<file path="config.mk">
export PLATFORM = sky130hd
export DESIGN_NAME = sample_set_statistics_unit_flat
export DESIGN_NICKNAME = d
export VERILOG_FILES = /design/src/sss_pkg.sv /design/src/sss_if.sv /design/src/sample_set_statistics_unit.sv /design/src/flat_wrapper.sv
export SDC_FILE = /design/constraint.sdc
export NUM_CORES = 1
export LEC_CHECK = 0
export BUFFER_PORTS_ARGS = -buffer_cell sky130_fd_sc_hd__buf_4
export CAP_MARGIN = 20
export CORE_MARGIN = 5
export CORE_UTILIZATION = 45
export CTS_CLUSTER_SIZE = 10
export DETAILED_ROUTE_END_ITERATION = 7
export PLACE_DENSITY = 0.67
export SLEW_MARGIN = 0
export SYNTH_ARGS = -nofsm -noshare
export SYNTH_HDL_FRONTEND = slang
export SYNTH_SLANG_ARGS = --single-unit
export TNS_END_PERCENT = 20
</file>
<file path="constraint.sdc">
create_clock -name clk -period 3.6 [get_ports clk]
set_input_delay 0.18 -clock clk [delete_from_list [all_inputs] [get_ports clk]]
set_output_delay 0.18 -clock clk [all_outputs]
set_load 0.02 [all_outputs]
</file>
<file path="src/sss_pkg.sv">
// sample set statistics: shared constants, payload types and sequencer states
package sss_pkg;

	localparam int MAX_SAMPLES = 64;
	localparam int CNT_W = $clog2(MAX_SAMPLES + 1);
	localparam int ADDR_W = $clog2(MAX_SAMPLES);
	localparam int SUM_W = 8 + CNT_W;
	localparam int BIT_W = 3;

	typedef struct packed {
		logic [7:0] sample;
		logic       last;
	} in_t;

	typedef struct packed {
		logic [7:0] maximum;
		logic [7:0] minimum;
		logic [7:0] mean;
		logic [7:0] median;
		logic [6:0] sample_count;
		logic       overflow;
	} out_t;

	typedef enum logic [2:0] {
		ST_LOAD,
		ST_START,
		ST_SCAN,
		ST_DIV,
		ST_DONE
	} state_t;

endpackage

</file>
<file path="src/sss_if.sv">
// valid/ready channel interfaces for samples and results
interface sss_in_if;
	logic          valid;
	logic          ready;
	sss_pkg::in_t  data;

	modport source (output valid, output data, input ready);
	modport sink (input valid, input data, output ready);
endinterface

interface sss_out_if;
	logic          valid;
	logic          ready;
	sss_pkg::out_t data;

	modport source (output valid, output data, input ready);
	modport sink (input valid, input data, output ready);
endinterface

</file>
<file path="src/sample_set_statistics_unit.sv">
// sample set statistics: load, rank selection of the median, mean division
//
//  channel  | dir | payload                                              | request
//  samples  | in  | sample[8], last[1]                                   | one sample
//  results  | out | maximum, minimum, mean, median[8], sample_count[7],  | one set
//           |     | overflow[1]                                          |
//
// samples are accepted back to back in the load state; after the marked sample
// the set runs start, scan and division: the single comparator scans
// the store once per median bit through its one read port, two ranks of 8 bits
// the mean comes from an 8-step shift/subtract division
// reset clears count, sum, flags and sequencer; the store is never cleared
// a waiting result does not block loading; a finished set waits in its last
// state until the result register is free
module sample_set_statistics_unit (
	input  logic             clk,
	input  logic             arst_n,
	sss_in_if.sink           samples,
	sss_out_if.source        results
);

	sss_pkg::state_t state_q, state_d;

	logic [7:0]                 mem [sss_pkg::MAX_SAMPLES];
	logic [sss_pkg::CNT_W-1:0]  count_q;
	logic [sss_pkg::SUM_W-1:0]  sum_q;
	logic                       drop_q;
	logic [7:0]                 max_q, min_q;

	logic [sss_pkg::CNT_W-1:0]  idx_q, cnt_q, rank_q;
	logic                       rd_vld_q;
	logic [7:0]                 rd_data_q;
	logic [sss_pkg::BIT_W-1:0]  bit_q;
	logic [7:0]                 res_q, sel0_q, median_q;
	logic                       pass_q;

	logic [sss_pkg::SUM_W-1:0]  rem_q;
	logic [7:0]                 quo_q;
	logic [sss_pkg::BIT_W-1:0]  dbit_q;

	sss_pkg::out_t              out_data_q;
	logic                       out_valid_q;

	logic                       accept, store_ok, scan_end, out_load, le;
	logic [7:0]                 thr, res_new;
	logic [8:0]                 med_sum;
	logic [sss_pkg::SUM_W-1:0]  div_sub;
	logic                       div_ge;

	assign accept   = samples.valid && samples.ready;
	assign store_ok = count_q < sss_pkg::CNT_W'(sss_pkg::MAX_SAMPLES);
	assign scan_end = (idx_q == count_q) && !rd_vld_q;
	assign thr      = res_q | ((8'd1 << bit_q) - 8'd1);
	assign le       = rd_data_q <= thr;
	assign res_new  = (cnt_q > rank_q) ? res_q : (res_q | (8'd1 << bit_q));
	assign med_sum  = {1'b0, sel0_q} + {1'b0, res_new};
	assign div_sub  = sss_pkg::SUM_W'(count_q) << dbit_q;
	assign div_ge   = rem_q >= div_sub;
	assign out_load = (state_q == sss_pkg::ST_DONE) && (!out_valid_q || results.ready);

	always_comb begin
		state_d = state_q;
		samples.ready = 1'b0;
		unique case (state_q)
			sss_pkg::ST_LOAD: begin
				samples.ready = 1'b1;
				if (samples.valid && samples.data.last) begin
					state_d = sss_pkg::ST_START;
				end
			end
			sss_pkg::ST_START: state_d = sss_pkg::ST_SCAN;
			sss_pkg::ST_SCAN: begin
				if (scan_end && bit_q == '0 && pass_q) begin
					state_d = sss_pkg::ST_DIV;
				end
			end
			sss_pkg::ST_DIV: begin
				if (dbit_q == '0) begin
					state_d = sss_pkg::ST_DONE;
				end
			end
			sss_pkg::ST_DONE: begin
				if (out_load) begin
					state_d = sss_pkg::ST_LOAD;
				end
			end
			default: state_d = sss_pkg::ST_LOAD;
		endcase
	end

	always_ff @(posedge clk or negedge arst_n) begin
		if (!arst_n) begin
			state_q <= sss_pkg::ST_LOAD;
		end else begin
			state_q <= state_d;
		end
	end

	// sample store
	always_ff @(posedge clk) begin
		if (accept && store_ok) begin
			mem[count_q[sss_pkg::ADDR_W-1:0]] <= samples.data.sample;
		end
		rd_data_q <= mem[idx_q[sss_pkg::ADDR_W-1:0]];
	end

	// load phase accumulators
	always_ff @(posedge clk or negedge arst_n) begin
		if (!arst_n) begin
			count_q <= '0;
			sum_q   <= '0;
			drop_q  <= 1'b0;
		end else if (out_load) begin
			count_q <= '0;
			sum_q   <= '0;
			drop_q  <= 1'b0;
		end else if (accept) begin
			if (store_ok) begin
				count_q <= count_q + 1'b1;
				sum_q   <= sum_q + sss_pkg::SUM_W'(samples.data.sample);
			end else begin
				drop_q <= 1'b1;
			end
		end
	end

	always_ff @(posedge clk) begin
		if (accept && store_ok) begin
			if (count_q == '0 || samples.data.sample > max_q) begin
				max_q <= samples.data.sample;
			end
			if (count_q == '0 || samples.data.sample < min_q) begin
				min_q <= samples.data.sample;
			end
		end
	end

	// median: bitwise rank selection, one store entry compared per cycle
	always_ff @(posedge clk or negedge arst_n) begin
		if (!arst_n) begin
			rd_vld_q <= 1'b0;
			idx_q    <= '0;
			cnt_q    <= '0;
			bit_q    <= '0;
			pass_q   <= 1'b0;
			res_q    <= '0;
			rank_q   <= '0;
			sel0_q   <= '0;
			median_q <= '0;
		end else if (state_q == sss_pkg::ST_START) begin
			rd_vld_q <= 1'b0;
			idx_q    <= '0;
			cnt_q    <= '0;
			bit_q    <= sss_pkg::BIT_W'(7);
			pass_q   <= 1'b0;
			res_q    <= '0;
			rank_q   <= (count_q - 1'b1) >> 1;
		end else if (state_q == sss_pkg::ST_SCAN) begin
			if (scan_end) begin
				idx_q <= '0;
				cnt_q <= '0;
				if (bit_q == '0) begin
					res_q  <= '0;
					bit_q  <= sss_pkg::BIT_W'(7);
					pass_q <= 1'b1;
					rank_q <= count_q >> 1;
					if (pass_q) begin
						median_q <= med_sum[8:1];
					end else begin
						sel0_q <= res_new;
					end
				end else begin
					res_q <= res_new;
					bit_q <= bit_q - 1'b1;
				end
				rd_vld_q <= 1'b0;
			end else begin
				rd_vld_q <= idx_q != count_q;
				if (idx_q != count_q) begin
					idx_q <= idx_q + 1'b1;
				end
				if (rd_vld_q && le) begin
					cnt_q <= cnt_q + 1'b1;
				end
			end
		end
	end

	// mean: restoring division, one quotient bit per cycle
	always_ff @(posedge clk or negedge arst_n) begin
		if (!arst_n) begin
			dbit_q <= '0;
			rem_q  <= '0;
			quo_q  <= '0;
		end else if (state_q == sss_pkg::ST_SCAN) begin
			rem_q  <= sum_q;
			quo_q  <= '0;
			dbit_q <= sss_pkg::BIT_W'(7);
		end else if (state_q == sss_pkg::ST_DIV) begin
			if (div_ge) begin
				rem_q <= rem_q - div_sub;
				quo_q <= quo_q | (8'd1 << dbit_q);
			end
			dbit_q <= dbit_q - 1'b1;
		end
	end

	// result register
	always_ff @(posedge clk or negedge arst_n) begin
		if (!arst_n) begin
			out_valid_q <= 1'b0;
		end else if (out_load) begin
			out_valid_q <= 1'b1;
		end else if (results.ready) begin
			out_valid_q <= 1'b0;
		end
	end

	always_ff @(posedge clk) begin
		if (out_load) begin
			out_data_q.maximum      <= max_q;
			out_data_q.minimum      <= min_q;
			out_data_q.mean         <= quo_q;
			out_data_q.median       <= median_q;
			out_data_q.sample_count <= 7'(count_q);
			out_data_q.overflow     <= drop_q;
		end
	end

	assign results.valid = out_valid_q;
	assign results.data  = out_data_q;

endmodule

</file>
<file path="src/flat_wrapper.sv">
// flat-port wrapper written by rule: the top's interface ports become plain ports
module sample_set_statistics_unit_flat 
  (clk, arst_n, samples_valid, samples_data, samples_ready, results_valid, results_data, results_ready);
  sss_in_if samples_i ();
  sss_out_if results_i ();
  input  logic clk;
  input  logic arst_n;
  input wire logic [$bits(samples_i.valid)-1:0] samples_valid;
  input wire logic [$bits(samples_i.data)-1:0] samples_data;
  output wire logic [$bits(samples_i.ready)-1:0] samples_ready;
  output wire logic [$bits(results_i.valid)-1:0] results_valid;
  output wire logic [$bits(results_i.data)-1:0] results_data;
  input wire logic [$bits(results_i.ready)-1:0] results_ready;
  assign samples_i.valid = samples_valid;
  assign samples_i.data = samples_data;
  assign samples_ready = samples_i.ready;
  assign results_valid = results_i.valid;
  assign results_data = results_i.data;
  assign results_i.ready = results_ready;
  sample_set_statistics_unit u_core (.clk(clk), .arst_n(arst_n), .samples(samples_i), .results(results_i));
endmodule
</file>
---- Word level (Yosys, flattened, before mapping) ----
Memories as Yosys holds them, arrays and structs flattened. A register that Yosys moved wholly into a read port is not among the register bits.
Index checks and enable logic that the tools add are counted.
operators by class
  shifts and indexed selects .............. 3
  $add $sub $neg .......................... 10
  reductions and logical operators ........ 39
  bitwise gates (word level) .............. 5
  multiplexer cells ....................... 55
  equal/unequal tests ..................... 11
  magnitude comparators ................... 6
operators with widths
  cell                                                   number
  2-to-1 mux 7 bit                                       15
  2-to-1 mux 15 bit                                      6
  2-to-1 mux 8 bit                                       8
  2-to-1 mux 3 bit                                       10
  OR 8 bit                                               3
  adder 7 x 1 -> 7 bit, second input constant            3
  AND reduction 2 bit                                    8
  nonzero test 2 bit                                     8
  left shift 1 x 3 -> 8 bit, first input constant        2
  adder 15 x 8 -> 15 bit                                 1
  >= comparator 15 bit                                   1
  2-to-1 mux 1 bit                                       15
  case mux 3 bit (5 select lines)                        1
  left shift 7 x 3 -> 15 bit                             1
  subtractor 15 bit                                      1
  AND reduction 5 bit                                    2
  adder 8 x 8 -> 9 bit                                   1
  zero test 3 bit                                        3
  > comparator 8 bit                                     1
  <= comparator 8 bit                                    1
  logical AND 1 bit                                      8
  < comparator 8 bit                                     1
  inequality test 2 x 1 -> 1 bit, second input constant  4
  subtractor 8 x 1 -> 8 bit, second input constant       1
  17 further kinds                                       24
storage, ports and cells
  RAM bits ................................ 512
  output and inout port bits .............. 42
  flip-flop bits (word level) ............. 159
  word-level logic and storage cells ...... 155
  input port bits ......................... 13
  memories kept ........................... 1
memories
  name        depth  width  read ports  clocked after Yosys merged registers in  wr ports  line                              text
  u_core.mem  64     8      1           1                                        1         sample_set_statistics_unit.sv:24  logic [7:0] mem [sss_pkg::MAX_SAMPLES];

---- Logic depth before layout (Yosys ltp) ----
  word-level depth ........................ 9
  gate-level depth with buffers ........... 17
  depth with buffers taken out ............ 17

---- Worst setup path before layout ----
No wires, ideal clock.
  kind .................................... reg2reg
  start ................................... register u_core.bit_q[0] (netlist bit)
  end ..................................... register u_core.cnt_q[4] (netlist bit)
  path slack .............................. 0.180 ns
  path buffers ............................ 1
  arrival time ............................ 3.299 ns
  library setup time ...................... 0.121 ns
  stages on the path, launching flop included .. 17
  cells stage by stage .................... dfrtp_1 inv_1 ha_1 buf_2 nor2b_1 inv_1 ha_1 nor4b_1 a211oi_1 ha_1 a21o_1 a21oi_1 o211ai_1 a21oi_1 or2_2 o21ai_0 a22o_1
on the way
  word-level cells in the longest chain between the ends .. 7
RTL lines
  what                           line                               text
  from (decl)                    sample_set_statistics_unit.sv:33   logic [sss_pkg::BIT_W-1:0] bit_q;
  from (signal assigned)         sample_set_statistics_unit.sv:154  bit_q <= sss_pkg::BIT_W'(7);
  from (signal assigned)         sample_set_statistics_unit.sv:164  bit_q <= sss_pkg::BIT_W'(7);
  from (signal assigned)         sample_set_statistics_unit.sv:174  bit_q <= bit_q - 1'b1;
  left shift 1 x 3 -> 8 bit      sample_set_statistics_unit.sv:53   assign thr = res_q | ((8'd1 << bit_q) - 8'd1);
  subtractor 8 x 1 -> 8 bit      sample_set_statistics_unit.sv:53
  OR 8 bit                       sample_set_statistics_unit.sv:53
  <= comparator 8 bit            sample_set_statistics_unit.sv:54   assign le = rd_data_q <= thr;
  logical AND 1 bit              sample_set_statistics_unit.sv:182  if (rd_vld_q && le) begin
  nonzero test 3 bit (no line)   -
  AND reduction 2 bit (no line)  -
  to (signal assigned)           sample_set_statistics_unit.sv:183  cnt_q <= cnt_q + 1'b1;
  to (decl)                      sample_set_statistics_unit.sv:30   logic [sss_pkg::CNT_W-1:0] idx_q, cnt_q, rank_q;
No other way between the ends.
A chain may end at the register's enable or synchronous reset.

---- Worst setup path after layout ----
  start ................................... register u_core.cnt_q[1] (netlist bit)
  end ..................................... register u_core.median_q[6]
on the way
  word-level cells in the longest chain between the ends .. 3
RTL lines
  what                   line                               text
  > comparator 7 bit     sample_set_statistics_unit.sv:55   assign res_new = (cnt_q > rank_q) ? res_q : (res_q | (8'd1 << bit_q));
  2-to-1 mux 8 bit       sample_set_statistics_unit.sv:55
  via u_core.res_new[4]  sample_set_statistics_unit.sv:45   logic [7:0] thr, res_new;
  adder 8 x 8 -> 9 bit   sample_set_statistics_unit.sv:56   assign med_sum = {1'b0, sel0_q} + {1'b0, res_new};
  to (signal assigned)   sample_set_statistics_unit.sv:168  median_q <= med_sum[8:1];
  to (decl)              sample_set_statistics_unit.sv:34   logic [7:0] res_q, sel0_q, median_q;
The timed path passes the listed nets, and every way through them passes these cells.

==> impl_metrics.csv <==
group,metric,value,unit
worst_setup_path,path_buf_inv,0,
synthesis,synth_top_family_by_area,"multiplexers",
cts,cts.sinks,678,
final_layout,drive_above_1_share,22.20,%
final_layout,layoutNonFillerInstCount,2756,
worst_setup_path,crit_top_cell,"a21o_1",
global_routing,antenna_found_initial,2,
timing,finalMaxSlewViolations,0,
routing,drt-initial-drc-count,1374,
routing,viasPerCell,5.760,
timing,fmax,288.7,MHz
timing,post-route-period-util,96.22,%
cts,clk_latency,0.62,ns
cts,clk_path_buf_depth,3,
worst_setup_path,cp-start-kind,"register",
placement,portBuffers,54,
routing,dr.pass1.iters,5,
worst_setup_path,critPathCaptureType,"register",
timing,setup_violations,0,
final_layout,nets,1960,
worst_hold_path,worstHoldPathType,"in -> reg",
global_routing,grt_pass1_vias,16160,
synthesis,synthesis.nets,1818,
floorplanning,die_y,262.8,µm
worst_setup_path,critPathTopFamily,"compound AO/OA/AOI/OAI gates",
outcome,status,"finished clean",
floorplanning,fp.dieArea,69080,µm²
cts,cts_setup_buffers,0,
synthesis,yosysWarnings,0,
placement,place.gp.congestion,0.8268,
final_layout,seqCellArea,19780,µm²
routing,drc,0,
cts,cts_tree,"yes",
synthesis,syn_area_per_cell,16.65,µm²
timing,fin_worst_skew,0.02347,ns
worst_setup_path,cp.arrival,3.93,ns
placement,dp_hpwl,40270,µm
final_layout,layout_commonest_cell,"edfxtp_1",
worst_setup_path,cp_data_required_time,4.07,ns
synthesis,synth_cell_type_count,67,
worst_setup_path,critPathMaxStageDelay,0.41,ns
run,max_cap_viol_count,0,
global_routing,grt_max_degree,70,
synthesis,synth_largest_area_cell,"edfxtp_1",
synthesis,synth-seq-cells,678,
placement,dp.cells,2627,
final_layout,layout_common_cells,"568 x edfxtp_1, 160 x mux4_2, 157 x nor2_1",
floorplanning,ios,55,
routing,wl_per_cell,23.09,µm
synthesis,ys_async_sr_fraction,15.04,%
synthesis,synth_cells,1728,
power,power_leakage,11.76,nW
final_layout,multiInputGateArea,8521,µm²
floorplanning,fp.coreArea,63200,µm²
floorplanning,start_util,45.52,%
cts,path_clk_slew,0.05,ns
cts,cts_buffers,78,
cts,ctsRootBufferMaster,"clkbuf_16",
timing,worstMarginPinSlew,0.9311,ns
power,peakVddDrop,488.5,µV
worst_setup_path,cp_max_fo,5,
timing,finalHoldViolations,0,
worst_setup_path,crit_chain,"ha_1 > nor2b_1 > o21a_1 > o21bai_2 > a31oi_4 > nor2b_2 > a21o_1 > ha_1 > and2_1 > a221o_1 > a21o_1 > a21o_1 > a41oi_1 > xor2_1 > o21ai_0",
floorplanning,num_rows,92,
synthesis,synth_mux_area_share,13.16,%
global_routing,grt.overflow.total,0,
timing,period_needed,3.464,ns
synthesis,synthXorXnorAreaFrac,1.522,%
routing,wl,63650,µm
worst_setup_path,critical_path_class,"reg -> reg",
global_routing,grt_pass1_wl,97680,µm
synthesis,synthSimpleGateAreaFrac,6.407,%
synthesis,synth_area_leaders,"edfxtp_1 59%, mux4_2 13%, dfrtp_1 8.9%, ha_1 3.2%, nor2_1 2.1%",
final_layout,postLayoutCoreUtil,52.23,%
global_routing,grt.total_usage,18.21,%
synthesis,synth-seq-area-share,68.73,%
synthesis,synth_compound_area_share,4.881,%
synthesis,yosys_most_used_dff,"edfxtp_1",
final_layout,n_fill_cell,4989,
synthesis,synth_fa_ha_area_share,3.428,%
timing,slew_headroom,37.70,%
synthesis,synth_top_area_share,59.30,%
timing,rsz0062_at_grt,"true",
floorplanning,die_w,262.8,µm
synthesis,synth_area,28760,µm²
final_layout,diodes,0,
routing,final_antenna_net_count,0,
power,pwr_density_cell,741.9,nW/µm²
cts,cts_max_level,3,
routing,vias,15870,
synthesis,synth_edf_count,568,
worst_setup_path,slowest_stage,"dfrtp_1",
final_layout,areaGrowthSynthToFinish,14.74,%
-- Yosys cell counts (all sizes together) (7+ instances only) --
cell    number
edfxtp     568
mux4       160
nor2       159
dfrtp      102
nand2      101
ha          74
o21ai       49
clkbuf      48
inv         47
a21oi       44
buf         36
nand3       33
xor2        28
a31oi       24
a21o        23
xnor2       22
a22oi       18
nor3        18
nor2b       16
nand4       15
mux2        10
nand2b      10
a211oi       8
dfxtp        8
and2         7
mux2i        7
o21a         7
-- state kept, by name (all words and copies together), names as in the netlist, 3 cells and up --
register	count
u_core.bit_q	3
u_core.cnt_q	7
u_core.count_q	7
u_core.dbit_q	3
u_core.idx_q	7
u_core.max_q	8
u_core.median_q	8
u_core.mem	512
u_core.min_q	8
u_core.quo_q	8
u_core.rank_q	6
u_core.rd_data_q	8
u_core.rem_q	15
u_core.res_q	8
u_core.results.data	40
u_core.sel0_q	8
u_core.state_q	3
u_core.sum_q	15
-- metrics by stage --
step                setup TNS, ns  power (mW)  setup WS, ns  hold WS (ns)  cell area, µm²
global placement                0       17.27        0.1099        0.2991           30590
CTS                             0       24.58       0.02503       0.08502           32950
detailed placement              0       17.46       0.06405        0.3115           30590
global route             -0.04698       25.77      -0.04698        0.1277           33000
finish                          0       24.49        0.1362        0.1118           33000
floorplan                       0       15.12        0.1805       -0.1156           28760
-- cells by family (layout without fill, tap and decap cells) --
logic type                 after synthesis  count (layout)
AOI/OAI and AO/OA                      217             217
xor gates and xnor gates                50              50
adders and majority gates               77              77
buffers and inverters                  131             313
DFF                                    678             678
muxes                                  177             177
and+or+nand+nor                        398             398
-- timing repair --
action                                  in CTS  in global routing
hold buffers                                 9                  0
endpoints found under the hold margin       72                  0
endpoints found under the setup margin       0                 14
gates resized for setup                      0                 13
-- worst min-delay path: stages --
cell and delay, ns:
buf_4 0.12, ha_1 0.18, a211oi_1 0.05, o21ai_0 0.14
-- routing by layer --
layer / global-route usage (%) / up-vias / routed length (µm)
met4: 4.021 / 2 / 1216
li1: - / 7033 / -
met2: 30.24 / 534 / 31590
met5: 0 / - / 17
met3: 3.745 / 98 / 4259
met1: 25.26 / 8207 / 26560
-- worst paths after layout --
kind	depth (start not counted)	end	slack [ns]	from
setup / recovery	15	u_core.median_q[6]	0.14	u_core.cnt_q[1]
hold / removal	4	u_core.sum_q[5]	0.11	samples_data[5]
hold reg to reg	0	u_core.results.data[12]	0.45	u_core.median_q[4]
max in group asynchronous	3	u_core.sum_q[7]	2.57	arst_n
min in group asynchronous	2	u_core.sel0_q[7]	0.21	arst_n
setup reg to reg	15	u_core.median_q[6]	0.14	u_core.cnt_q[1]
-- power breakdown --
part | internal (mW) | leakage, nW | switching, mW
Sequential | 8.92 | 6.51 | 0.486
Clock | 4.09 | 1.09 | 2.99
Combinational | 3.71 | 4.16 | 4.29
-- layout make-up --
cell class / instances / area share, %
Timing Repair Buffer: 146 / 3.655
Clock inverter: 8 / 0.4360
Multi-Input combinational cell: 919 / 25.82
Inverter: 47 / 0.5345
Sequential cell: 678 / 59.92
Tap cell: 846 / 3.207
Clock buffer: 112 / 6.426
No activity file was read; power rests on OpenSTA's default activity.
